$ cat src/rtl/core/ppmsd_pkg.sv
// Shared types and constants of the PPM/PGM stream decoder.
// Used by ppmsd_core and ppm_stream_decoder_unit; depends on nothing.

package ppmsd_pkg;

    localparam int unsigned DEFAULT_MAX_DIM = 65535;
    localparam int unsigned MAX_SAMPLE      = 255;

    localparam logic [2:0] CHAN_RESET = 3'd3;
    localparam logic [2:0] CHAN_GRAY  = 3'd1;
    localparam logic [2:0] CHAN_GA    = 3'd2;
    localparam logic [2:0] CHAN_RGBA  = 3'd4;

    localparam logic [1:0] KIND_GEOM  = 2'd0;
    localparam logic [1:0] KIND_PIXEL = 2'd1;
    localparam logic [1:0] KIND_ERROR = 2'd2;

    localparam logic ERR_HEADER = 1'b0;
    localparam logic ERR_TRUNC  = 1'b1;

    localparam logic [7:0] CH_SPACE = 8'h20;
    localparam logic [7:0] CH_TAB   = 8'h09;
    localparam logic [7:0] CH_CR    = 8'h0D;
    localparam logic [7:0] CH_LF    = 8'h0A;
    localparam logic [7:0] CH_HASH  = 8'h23;
    localparam logic [7:0] CH_ZERO  = 8'h30;
    localparam logic [7:0] CH_NINE  = 8'h39;
    localparam logic [7:0] CH_SIX   = 8'h36;
    localparam logic [7:0] ALPHA_OPAQUE = 8'hFF;

    localparam int unsigned LIST_DEPTH = 4;

    typedef enum logic [6:0] {
        PH_MAGIC0 = 7'b0000001,
        PH_MAGIC1 = 7'b0000010,
        PH_WIDTH  = 7'b0000100,
        PH_HEIGHT = 7'b0001000,
        PH_MAXV   = 7'b0010000,
        PH_PIXELS = 7'b0100000,
        PH_DONE   = 7'b1000000
    } ppmsd_phase_t;

    typedef struct packed {
        logic [1:0]  kind;
        logic [7:0]  data;
        logic [15:0] width;
        logic [15:0] height;
        logic        err_code;
        logic        last_image;
        logic        last_run;
    } ppmsd_item_t;

    typedef struct packed {
        logic [2:0]             count;
        ppmsd_item_t [3:0]      items;
    } ppmsd_list_t;

endpackage

$ cat src/rtl/core/ppmsd_core.sv
// Header parser and pixel expander: holds the parse state and turns one file
// byte into a list of up to four result words. Depends on ppmsd_pkg.

module ppmsd_core #(
    parameter int unsigned MAX_DIM = ppmsd_pkg::DEFAULT_MAX_DIM
) (
    input  logic                  aclk,
    input  logic                  aresetn,
    input  logic                  step_en,
    input  logic [7:0]            byte_in,
    input  logic                  eof_in,
    input  logic [2:0]            chan_cnt,
    output ppmsd_pkg::ppmsd_list_t res_list
);
    import ppmsd_pkg::*;

    localparam int unsigned DIM_W = $clog2(MAX_DIM + 1);
    localparam int unsigned ACC_W = $clog2(MAX_DIM + 257);
    localparam int unsigned PIX_W = 2 * DIM_W;
    localparam logic [ACC_W-1:0] NUM_CAP = ACC_W'(MAX_DIM + 256);
    localparam logic [ACC_W-1:0] DIM_MAX = ACC_W'(MAX_DIM);

    ppmsd_phase_t     phase_reg, phase_next;
    logic             rgb_reg, rgb_next;
    logic             comment_reg, comment_next;
    logic             digit_reg, digit_next;
    logic [ACC_W-1:0] accum_reg, accum_next;
    logic [DIM_W-1:0] width_reg, width_next;
    logic [DIM_W-1:0] height_reg, height_next;
    logic [PIX_W-1:0] pix_left_reg, pix_left_next;
    logic [1:0]       comp_idx_reg, comp_idx_next;

    logic             is_space, is_digit;
    logic [7:0]       dig_sub;
    logic [3:0]       digit_val;
    logic [ACC_W+3:0] accum_mul;
    logic [ACC_W-1:0] accum_sat;
    logic [PIX_W-1:0] geom_area;
    logic [PIX_W-1:0] pix_dec;
    logic [DIM_W+15:0] width_ext, height_ext;
    logic             pl_one, last_byte, last_emit, completes;
    logic [1:0]       n_copy;
    logic [2:0]       k_emit;
    logic             start_scan, hdr_err;
    logic [2:0]       n_res;

    assign is_space  = (byte_in == CH_SPACE) || (byte_in >= CH_TAB && byte_in <= CH_CR);
    assign is_digit  = (byte_in >= CH_ZERO) && (byte_in <= CH_NINE);
    assign dig_sub   = byte_in - CH_ZERO;
    assign digit_val = dig_sub[3:0];
    assign accum_mul = (ACC_W+4)'({accum_reg, 3'b000}) + (ACC_W+4)'({accum_reg, 1'b0})
                     + (ACC_W+4)'(digit_val);
    assign accum_sat = (accum_mul > (ACC_W+4)'(NUM_CAP)) ? NUM_CAP : accum_mul[ACC_W-1:0];
    assign geom_area = PIX_W'(width_reg) * PIX_W'(height_reg);
    assign pix_dec   = pix_left_reg - PIX_W'(pix_left_reg != '0);
    assign width_ext  = {16'b0, width_reg};
    assign height_ext = {16'b0, height_reg};

    // Pixel expansion shape: n_copy source copies, then opaque fill up to k_emit.
    always_comb begin
        pl_one = (pix_left_reg == PIX_W'(1));
        if (rgb_reg) begin
            last_byte = (comp_idx_reg >= 2'd2);
            if (chan_cnt <= CHAN_GA) begin
                n_copy    = (comp_idx_reg == 2'd0) ? 2'd1 : 2'd0;
                k_emit    = (comp_idx_reg == 2'd0) ? chan_cnt : 3'd0;
                last_emit = (comp_idx_reg == 2'd0);
            end else begin
                n_copy    = 2'd1;
                k_emit    = (chan_cnt == CHAN_RGBA && last_byte) ? 3'd2 : 3'd1;
                last_emit = last_byte;
            end
        end else begin
            last_byte = 1'b1;
            last_emit = 1'b1;
            n_copy    = (chan_cnt <= CHAN_GA) ? 2'd1 : 2'd3;
            k_emit    = chan_cnt;
        end
        completes = last_byte && pl_one;
    end

    always_comb begin
        phase_next    = phase_reg;
        rgb_next      = rgb_reg;
        comment_next  = comment_reg;
        digit_next    = digit_reg;
        accum_next    = accum_reg;
        width_next    = width_reg;
        height_next   = height_reg;
        pix_left_next = pix_left_reg;
        comp_idx_next = comp_idx_reg;
        start_scan    = 1'b0;
        hdr_err       = 1'b0;
        n_res         = 3'd0;
        res_list      = '0;

        unique case (phase_reg) inside
            PH_MAGIC0: begin
                phase_next = PH_MAGIC1;
            end
            PH_MAGIC1: begin
                rgb_next     = (byte_in == CH_SIX);
                phase_next   = PH_WIDTH;
                comment_next = 1'b0;
                digit_next   = 1'b0;
            end
            PH_WIDTH, PH_HEIGHT, PH_MAXV: begin
                if (!digit_reg) begin
                    start_scan = 1'b1;
                end else if (is_digit) begin
                    accum_next = accum_sat;
                end else begin
                    // number ends on this byte
                    digit_next = 1'b0;
                    accum_next = '0;
                    if (phase_reg == PH_MAXV) begin
                        if (accum_reg != ACC_W'(MAX_SAMPLE) || !is_space) begin
                            hdr_err = 1'b1;
                        end else begin
                            res_list.items[0].kind   = KIND_GEOM;
                            res_list.items[0].width  = width_ext[15:0];
                            res_list.items[0].height = height_ext[15:0];
                            n_res         = 3'd1;
                            pix_left_next = geom_area;
                            comp_idx_next = 2'd0;
                            phase_next    = PH_PIXELS;
                        end
                    end else if (accum_reg == '0 || accum_reg > DIM_MAX) begin
                        hdr_err = 1'b1;
                    end else begin
                        if (phase_reg == PH_WIDTH) begin
                            width_next = accum_reg[DIM_W-1:0];
                            phase_next = PH_HEIGHT;
                        end else begin
                            height_next = accum_reg[DIM_W-1:0];
                            phase_next  = PH_MAXV;
                        end
                        start_scan = 1'b1;
                    end
                end
                if (start_scan) begin
                    if (comment_reg) begin
                        if (byte_in == CH_LF) begin
                            comment_next = 1'b0;
                        end
                    end else if (byte_in == CH_HASH) begin
                        comment_next = 1'b1;
                    end else if (is_digit) begin
                        digit_next = 1'b1;
                        accum_next = ACC_W'(digit_val);
                    end else if (!is_space) begin
                        hdr_err = 1'b1;
                    end
                end
                if (hdr_err) begin
                    res_list.items[0].kind       = KIND_ERROR;
                    res_list.items[0].err_code   = ERR_HEADER;
                    res_list.items[0].last_image = 1'b1;
                    n_res      = 3'd1;
                    phase_next = PH_DONE;
                end
            end
            PH_PIXELS: begin
                // a final byte that leaves the image short is dropped
                if (!(eof_in && !completes)) begin
                    for (int i = 0; i < LIST_DEPTH; i++) begin
                        if (3'(i) < k_emit) begin
                            res_list.items[i].kind = KIND_PIXEL;
                            res_list.items[i].data = (3'(i) < {1'b0, n_copy}) ?
                                                     byte_in : ALPHA_OPAQUE;
                            res_list.items[i].last_image =
                                (3'(i) == k_emit - 3'd1) && last_emit && pl_one;
                        end
                    end
                    n_res = k_emit;
                    if (last_byte) begin
                        comp_idx_next = 2'd0;
                        pix_left_next = pix_dec;
                        if (pix_dec == '0) begin
                            phase_next = PH_DONE;
                        end
                    end else begin
                        comp_idx_next = comp_idx_reg + 2'd1;
                    end
                end
            end
            PH_DONE: begin
            end
            default: begin
            end
        endcase

        if (eof_in) begin
            if (n_res < 3'(LIST_DEPTH) && phase_next != PH_DONE) begin
                res_list.items[n_res[1:0]].kind       = KIND_ERROR;
                res_list.items[n_res[1:0]].err_code   =
                    (phase_next == PH_PIXELS) ? ERR_TRUNC : ERR_HEADER;
                res_list.items[n_res[1:0]].last_image = 1'b1;
                n_res = n_res + 3'd1;
            end
            phase_next    = PH_MAGIC0;
            rgb_next      = 1'b0;
            comment_next  = 1'b0;
            digit_next    = 1'b0;
            accum_next    = '0;
            width_next    = '0;
            height_next   = '0;
            pix_left_next = '0;
            comp_idx_next = 2'd0;
        end

        if (n_res != 3'd0) begin
            res_list.items[2'(n_res - 3'd1)].last_run = 1'b1;
        end
        res_list.count = n_res;
    end

    always_ff @(posedge aclk) begin
        if (!aresetn) begin
            phase_reg    <= PH_MAGIC0;
            rgb_reg      <= 1'b0;
            comment_reg  <= 1'b0;
            digit_reg    <= 1'b0;
            accum_reg    <= '0;
            width_reg    <= '0;
            height_reg   <= '0;
            pix_left_reg <= '0;
            comp_idx_reg <= 2'd0;
        end else if (step_en) begin
            phase_reg    <= phase_next;
            rgb_reg      <= rgb_next;
            comment_reg  <= comment_next;
            digit_reg    <= digit_next;
            accum_reg    <= accum_next;
            width_reg    <= width_next;
            height_reg   <= height_next;
            pix_left_reg <= pix_left_next;
            comp_idx_reg <= comp_idx_next;
        end
    end

`ifndef ASSERT_OFF
    a_pixels_have_area: assert property (@(posedge aclk) disable iff (!aresetn)
        phase_reg == PH_PIXELS |-> pix_left_reg != '0)
        else $error("pixel phase entered with no pixels left");
    a_count_bound: assert property (@(posedge aclk) disable iff (!aresetn)
        res_list.count <= 3'(LIST_DEPTH))
        else $error("result list overflow");
    a_eof_restarts: assert property (@(posedge aclk) disable iff (!aresetn)
        step_en && eof_in |=> phase_reg == PH_MAGIC0 && pix_left_reg == '0)
        else $error("parser did not restart after end of file");
`endif

endmodule

$ cat src/rtl/core/ppm_stream_decoder_unit.sv
// Top level of the binary PPM/PGM stream decoder: input word register,
// channel-count register, result queue. Depends on ppmsd_pkg and ppmsd_core.
// An accepted input word passes the input word register and then the result queue;
// throughput: one file byte per cycle while each byte gives at most one word and
//   m_tready is high; a byte giving more words (channel expansion) holds the next byte
//   until the four-slot result queue, draining one word per cycle while m_tready is high, is down to its last word.
// Reset: synchronous, active low; parser returns to the first magic byte and
//   the channel count to 3 (rgb). No clearing pass.

module ppm_stream_decoder_unit #(
    parameter int unsigned MAX_DIM = ppmsd_pkg::DEFAULT_MAX_DIM
) (
    input  logic        aclk,
    input  logic        aresetn,

    input  logic        cfg_wr_en,
    input  logic [2:0]  cfg_wr_data,   // channels per output pixel

    input  logic        s_tvalid,
    output logic        s_tready,
    input  logic [7:0]  s_tdata,       // [7:0] in_byte
    input  logic        s_tlast,       // end_of_file

    output logic        m_tvalid,
    input  logic        m_tready,
    output logic [47:0] m_tdata,       // [7:0] out_byte, [23:8] image_width,
                                       // [39:24] image_height, [40] error_code,
                                       // [41] last_of_image, [47:42] zero
    output logic [1:0]  m_tuser,       // [1:0] out_kind
    output logic        m_tlast        // last_of_run
);
    import ppmsd_pkg::*;

    // Input word register: one file byte waiting for the parser.
    logic        in_valid_reg;
    logic [7:0]  in_byte_reg;
    logic        in_eof_reg;

    // Channel count, kept saturated to 1..4 so the core never sees 0 or >4.
    logic [2:0]  chan_reg;

    // Result queue: slot 0 drives the master port, later slots shift down.
    logic [2:0]        q_cnt_reg;
    ppmsd_item_t [3:0] q_item_reg;

    ppmsd_list_t res_list;
    logic        m_fire;
    logic        q_room;
    logic        step_fire;

    assign m_tvalid = (q_cnt_reg != 3'd0);
    assign m_fire   = m_tvalid && m_tready;
    // Queue can take a new list once it is empty or its last word leaves now.
    assign q_room    = (q_cnt_reg == 3'd0) || (q_cnt_reg == 3'd1 && m_tready);
    assign step_fire = in_valid_reg && q_room;
    // Take a new byte whenever the register is empty or the held one is consumed this cycle.
    assign s_tready  = !in_valid_reg || step_fire;

    ppmsd_core #(
        .MAX_DIM (MAX_DIM)
    ) u_core (
        .aclk     (aclk),
        .aresetn  (aresetn),
        .step_en  (step_fire),
        .byte_in  (in_byte_reg),
        .eof_in   (in_eof_reg),
        .chan_cnt (chan_reg),
        .res_list (res_list)
    );

    // Control: input valid, queue fill, channel register.
    always_ff @(posedge aclk) begin
        if (!aresetn) begin
            in_valid_reg <= 1'b0;
            q_cnt_reg    <= 3'd0;
            chan_reg     <= CHAN_RESET;
        end else begin
            if (s_tready) begin
                in_valid_reg <= s_tvalid;
            end
            if (step_fire) begin
                q_cnt_reg <= res_list.count;
            end else if (m_fire) begin
                q_cnt_reg <= q_cnt_reg - 3'd1;
            end
            if (cfg_wr_en) begin
                if (cfg_wr_data < CHAN_GRAY) begin
                    chan_reg <= CHAN_GRAY;
                end else if (cfg_wr_data > CHAN_RGBA) begin
                    chan_reg <= CHAN_RGBA;
                end else begin
                    chan_reg <= cfg_wr_data;
                end
            end
        end
    end

    // Payload: capture the byte on accept, load or shift the queue.
    always_ff @(posedge aclk) begin
        if (s_tvalid && s_tready) begin
            in_byte_reg <= s_tdata;
            in_eof_reg  <= s_tlast;
        end
        if (step_fire) begin
            q_item_reg <= res_list.items;
        end else if (m_fire) begin
            q_item_reg[0] <= q_item_reg[1];
            q_item_reg[1] <= q_item_reg[2];
            q_item_reg[2] <= q_item_reg[3];
        end
    end

    assign m_tdata = {6'b0,
                      q_item_reg[0].last_image,
                      q_item_reg[0].err_code,
                      q_item_reg[0].height,
                      q_item_reg[0].width,
                      q_item_reg[0].data};
    assign m_tuser = q_item_reg[0].kind;
    assign m_tlast = q_item_reg[0].last_run;

`ifndef ASSERT_OFF
    a_reset_empty: assert property (@(posedge aclk)
        !aresetn |=> !m_tvalid && !in_valid_reg)
        else $error("queue or input register not empty after reset");
    a_tail_closes_run: assert property (@(posedge aclk) disable iff (!aresetn)
        m_tvalid && q_cnt_reg == 3'd1 |-> m_tlast)
        else $error("last queued word does not close its run");
    a_error_ends_image: assert property (@(posedge aclk) disable iff (!aresetn)
        m_tvalid && m_tuser == KIND_ERROR |-> m_tdata[41] && m_tdata[39:0] == '0)
        else $error("error word malformed");
    a_chan_range: assert property (@(posedge aclk) disable iff (!aresetn)
        chan_reg != 3'd0 && chan_reg <= CHAN_RGBA)
        else $error("channel count out of range");
    a_queue_bound: assert property (@(posedge aclk) disable iff (!aresetn)
        q_cnt_reg > 3'd1 |-> !step_fire)
        else $error("queue reloaded while words remain");
`endif

endmodule

$ cat config.mk
export PLATFORM = sky130hd
export DESIGN_NAME = ppm_stream_decoder_unit
export DESIGN_NICKNAME = d
export VERILOG_FILES = /design/src/rtl/core/ppmsd_pkg.sv /design/src/rtl/core/ppmsd_core.sv /design/src/rtl/core/ppm_stream_decoder_unit.sv
export SDC_FILE = /design/constraint.sdc
export NUM_CORES = 1
export LEC_CHECK = 0
export BUFFER_PORTS_ARGS = -buffer_cell sky130_fd_sc_hd__buf_2
export CAP_MARGIN = 20
export CORE_MARGIN = 2
export CORE_UTILIZATION = 50
export CTS_CLUSTER_SIZE = 16
export DETAILED_ROUTE_END_ITERATION = 10
export HOLD_SLACK_MARGIN = 0.1
export PLACE_DENSITY = 0.79
export SYNTH_ARGS = -nofsm -noshare
export SYNTH_HDL_FRONTEND = slang
export SYNTH_SLANG_ARGS = --single-unit
$ cat constraint.sdc
create_clock -name aclk -period 7.9 [get_ports aclk]
set_input_delay 1.975 -clock aclk [delete_from_list [all_inputs] [get_ports aclk]]
set_output_delay 1.975 -clock aclk [all_outputs]
set_load 0.005 [all_outputs]
==> results summary <==
The antenna diode count is 0. After detailed routing, the number of remaining DRC violations is 0. STA classifies the critical path endpoint as a register. The fraction of the cycle the final worst path needs came out at 86.96%. The number of nets in the layout is between 2000 and 3000.

The number of flip-flops under the largest register name is between 40 and 50. The share of flip-flops with an asynchronous set or reset after synthesis is 0%. The total number of yosys warnings is 0.

The worst IR drop on VDD came out at approximately 170 µV. The count of buffers added on input and output ports is between 60 and 70. The via count of the first global-routing pass came out at 15820.

The number of gates resized after CTS was 0. The static leakage came out at ~9.5 nW. The number of hold-slack violations in the final timing report came out at 0. Summed over its instances, the top area cell type makes up 20.26% of the synthesized netlist area. The number of DRC violations after detailed-routing iteration 0 is around 1400. The slew of the pin with the lowest slew margin came out at 1100 ps.

The worst clock skew on the final layout came out at 17.00 ps. The final routed wire length divided by cell count came out at ~18 µm. The initialized floorplan defines between 70 and 80 standard-cell rows. The cell total after placement is 2665. Routability-driven placement finished with a final weighted congestion of roughly 0.92. The clock insertion delay at the later pin of the skew report is ~460 ps. The global router's overall resource usage came out at between 20% and 30%.

The number of synthesized flops with an enable pin came out at 86. The die is between 200 and 250 µm wide. The share of final-layout standard cells stronger than drive strength 1 is 6.930%. After synthesis the netlist holds a flip-flop and latch count of ~190.

The setup path with the least slack is of type reg2reg. The number of setup buffers added after CTS came out at 0. The post-route antenna net violation count came out at 0.

For this design, the sink count on the clock tree is approximately 190. The clock tree buffer depth came out at 2. The maximum fanout count along the critical path came out at 18. The cell sitting at the root of the clock tree is a sky130_fd_sc_hd__clkbuf_16. The vias per cell came out at approximately 6.

In the synthesized netlist the dominant register cell turns out to be sky130_fd_sc_hd__dfxtp_1. The distinct cell type count of the synthesized netlist came out at between 80 and 90. Synthesis produced a netlist whose cell count is ~2200. The total number of vias came out at between 15000 and 20000. The power density relative to cell area came out at around 130 nW/µm². The total placed instance area is between 15000 and 20000 µm².

The HPWL reported at the end of detailed placement is roughly 37000 µm. The sum of routed wire length over all layers came out at 48580 µm. The height of the chip came out at 200.8 µm.

For this run, the register share of the synthesized area comes to 23.67%. The data arrival time of the critical path is around 7200 ps. Setup violations remaining at the end of the flow were counted as 0. The area of the placeable core is about 38000 µm². The max-slew violation count came to 0.

The initial antenna violation count came to 1. The largest area contributor in the synthesized netlist is sky130_fd_sc_hd__fa_1. The synthesized area per cell came out at about 8.7 µm². The path class of the tightest hold or removal check is reg2reg. The layout-stage area growth over the synthesis result came out at 5.098%.

Entering global routing, the biggest net connects 67 pins. The worst endpoint required time is about 8200 ps. The total overflow reported by the global router came out at 0.

The CTS H-tree depth is 4. The number of buffers added by the clock tree synthesis step came out at 17. The final critical path time including I/O delays and setup is 6870 ps.

The total negative slack is 0 ps. The fmax is approximately 150 MHz. The CTS tree is done. The finished layout holds 2697 standard cells, fillers aside. The die footprint is around 40000 µm².

Setup repair after global routing left no endpoint under its margin. The summed instance area of the synthesized netlist is between 15000 and 20000 µm². The number of placed I/O pins came out at 70. Measured against its own limit, the worst slew margin works out to between 20% and 30%. The run finished with clean final reports.

In this run the register-to-register setup slack is just over 1000 ps. The effective utilization at floorplan came out at between 50% and 60%. By area the synthesized netlist is led by sky130_fd_sc_hd__fa_1, sky130_fd_sc_hd__edfxtp_1, sky130_fd_sc_hd__dfxtp_1.

STA classifies the critical path startpoint as a register. The clock-pin slew reported for the worst setup and hold paths after clock tree synthesis came out at approximately 80 ps. In the layout the commonest cells are sky130_fd_sc_hd__nand2_1, sky130_fd_sc_hd__inv_1, sky130_fd_sc_hd__fa_1, sky130_fd_sc_hd__ha_1, sky130_fd_sc_hd__nor2_1. The max-capacitance violation count is 0. The number of hold buffers added after CTS came out at 0.

The worst hold slack after final layout came out at about 500 ps. The post-route cell area is around 20000 µm². The global-route wire length before repair is 81410 µm. Leaving out fill and tap cells, the most frequent cell in the layout is sky130_fd_sc_hd__nand2_1. The number of iterations in the first detailed-routing pass came out at 6.
==> report_power, final <==
group          internal (mW)  switching [mW]
Clock                  0.432           0.450
Combinational          0.189           0.343
Sequential              1.25          0.0691
==> worst paths after layout <==
check                            start  depth (start not counted)                      end
setup / recovery  u_core.height_reg[6]                         23  u_core.pix_left_reg[30]
setup reg to reg  u_core.height_reg[6]                         23  u_core.pix_left_reg[30]
hold reg to reg           q_cnt_reg[1]                          2             q_cnt_reg[1]
hold / removal            q_cnt_reg[1]                          2             q_cnt_reg[1]
==> final cells by class <==
cell class,count,area [µm²]
fillers,3391,18110
multi-input cells,1618,13030
flip-flops and latches,186,4584
inverters,253,949.7
well taps,518,648.1
repair buffers,90,525.5
clock buffers,17,425.4
clock inverters,15,188.9
==> metal layers <==
metal / track usage, % / up-vias / share of wire (%)
met5: 0 / - / 0
met1: 33.39 / 7790 / 42
li1: - / 7267 / -
met2: 40.49 / 689 / 47
met4: 8.624 / 0 / 3.1
met3: 4.740 / 121 / 8.3
==> critical path: stages (launching register included) <==
cell                       delay, ps
sky130_fd_sc_hd__dfxtp_1         750
sky130_fd_sc_hd__nand2_1         200
sky130_fd_sc_hd__fa_1            570
sky130_fd_sc_hd__inv_1            60
sky130_fd_sc_hd__fa_1            520
sky130_fd_sc_hd__inv_1            50
sky130_fd_sc_hd__fa_1            500
sky130_fd_sc_hd__inv_1            60
sky130_fd_sc_hd__fa_1            480
sky130_fd_sc_hd__inv_1            60
sky130_fd_sc_hd__fa_1            540
sky130_fd_sc_hd__inv_1            60
sky130_fd_sc_hd__fa_1            480
sky130_fd_sc_hd__ha_1            410
sky130_fd_sc_hd__o21a_1          170
sky130_fd_sc_hd__nor2_1           40
sky130_fd_sc_hd__or3b_2          490
sky130_fd_sc_hd__nor4bb_1        270
sky130_fd_sc_hd__nor2_1          120
sky130_fd_sc_hd__a21oi_1         290
sky130_fd_sc_hd__a41oi_1         210
sky130_fd_sc_hd__mux2i_1         170
sky130_fd_sc_hd__and3_1          150
sky130_fd_sc_hd__o21ai_0          60
==> cells by family after synthesis <==
family          count (synthesis)  synth area share (%)
simple gates                  801                 20.90
buf+inv                       420                 9.175
compound gates                374                 11.94
fa+ha+maj                     344                 29.82
flops                         186                 23.67
xor+xnor                       54                 2.442
mux                            39                 2.029
other cells                     1               0.01937
==> metrics by stage <==
stage	total power [mW]	setup WS (ps)	util (%)
after detailed placement	1.866	1049	51.31
after CTS	2.734	1032	52.91
after global placement	1.846	1212	51.27
after floorplan	1.773	1528	-
after global routing	2.859	551.4	52.91
final	2.732	1030	52.91
==> synth_stat cells, types with 50 or more instances <==
cell                       instances
sky130_fd_sc_hd__buf_4            50
sky130_fd_sc_hd__ha_1            148
sky130_fd_sc_hd__dfxtp_1         100
sky130_fd_sc_hd__a21oi_1         104
sky130_fd_sc_hd__and2_1          129
sky130_fd_sc_hd__inv_1           251
sky130_fd_sc_hd__nand2_1         282
sky130_fd_sc_hd__edfxtp_1         86
sky130_fd_sc_hd__o21ai_0         108
sky130_fd_sc_hd__fa_1            196
sky130_fd_sc_hd__clkbuf_1        106
sky130_fd_sc_hd__nor2_1          143
No activity file was read; power rests on OpenSTA's default activity.
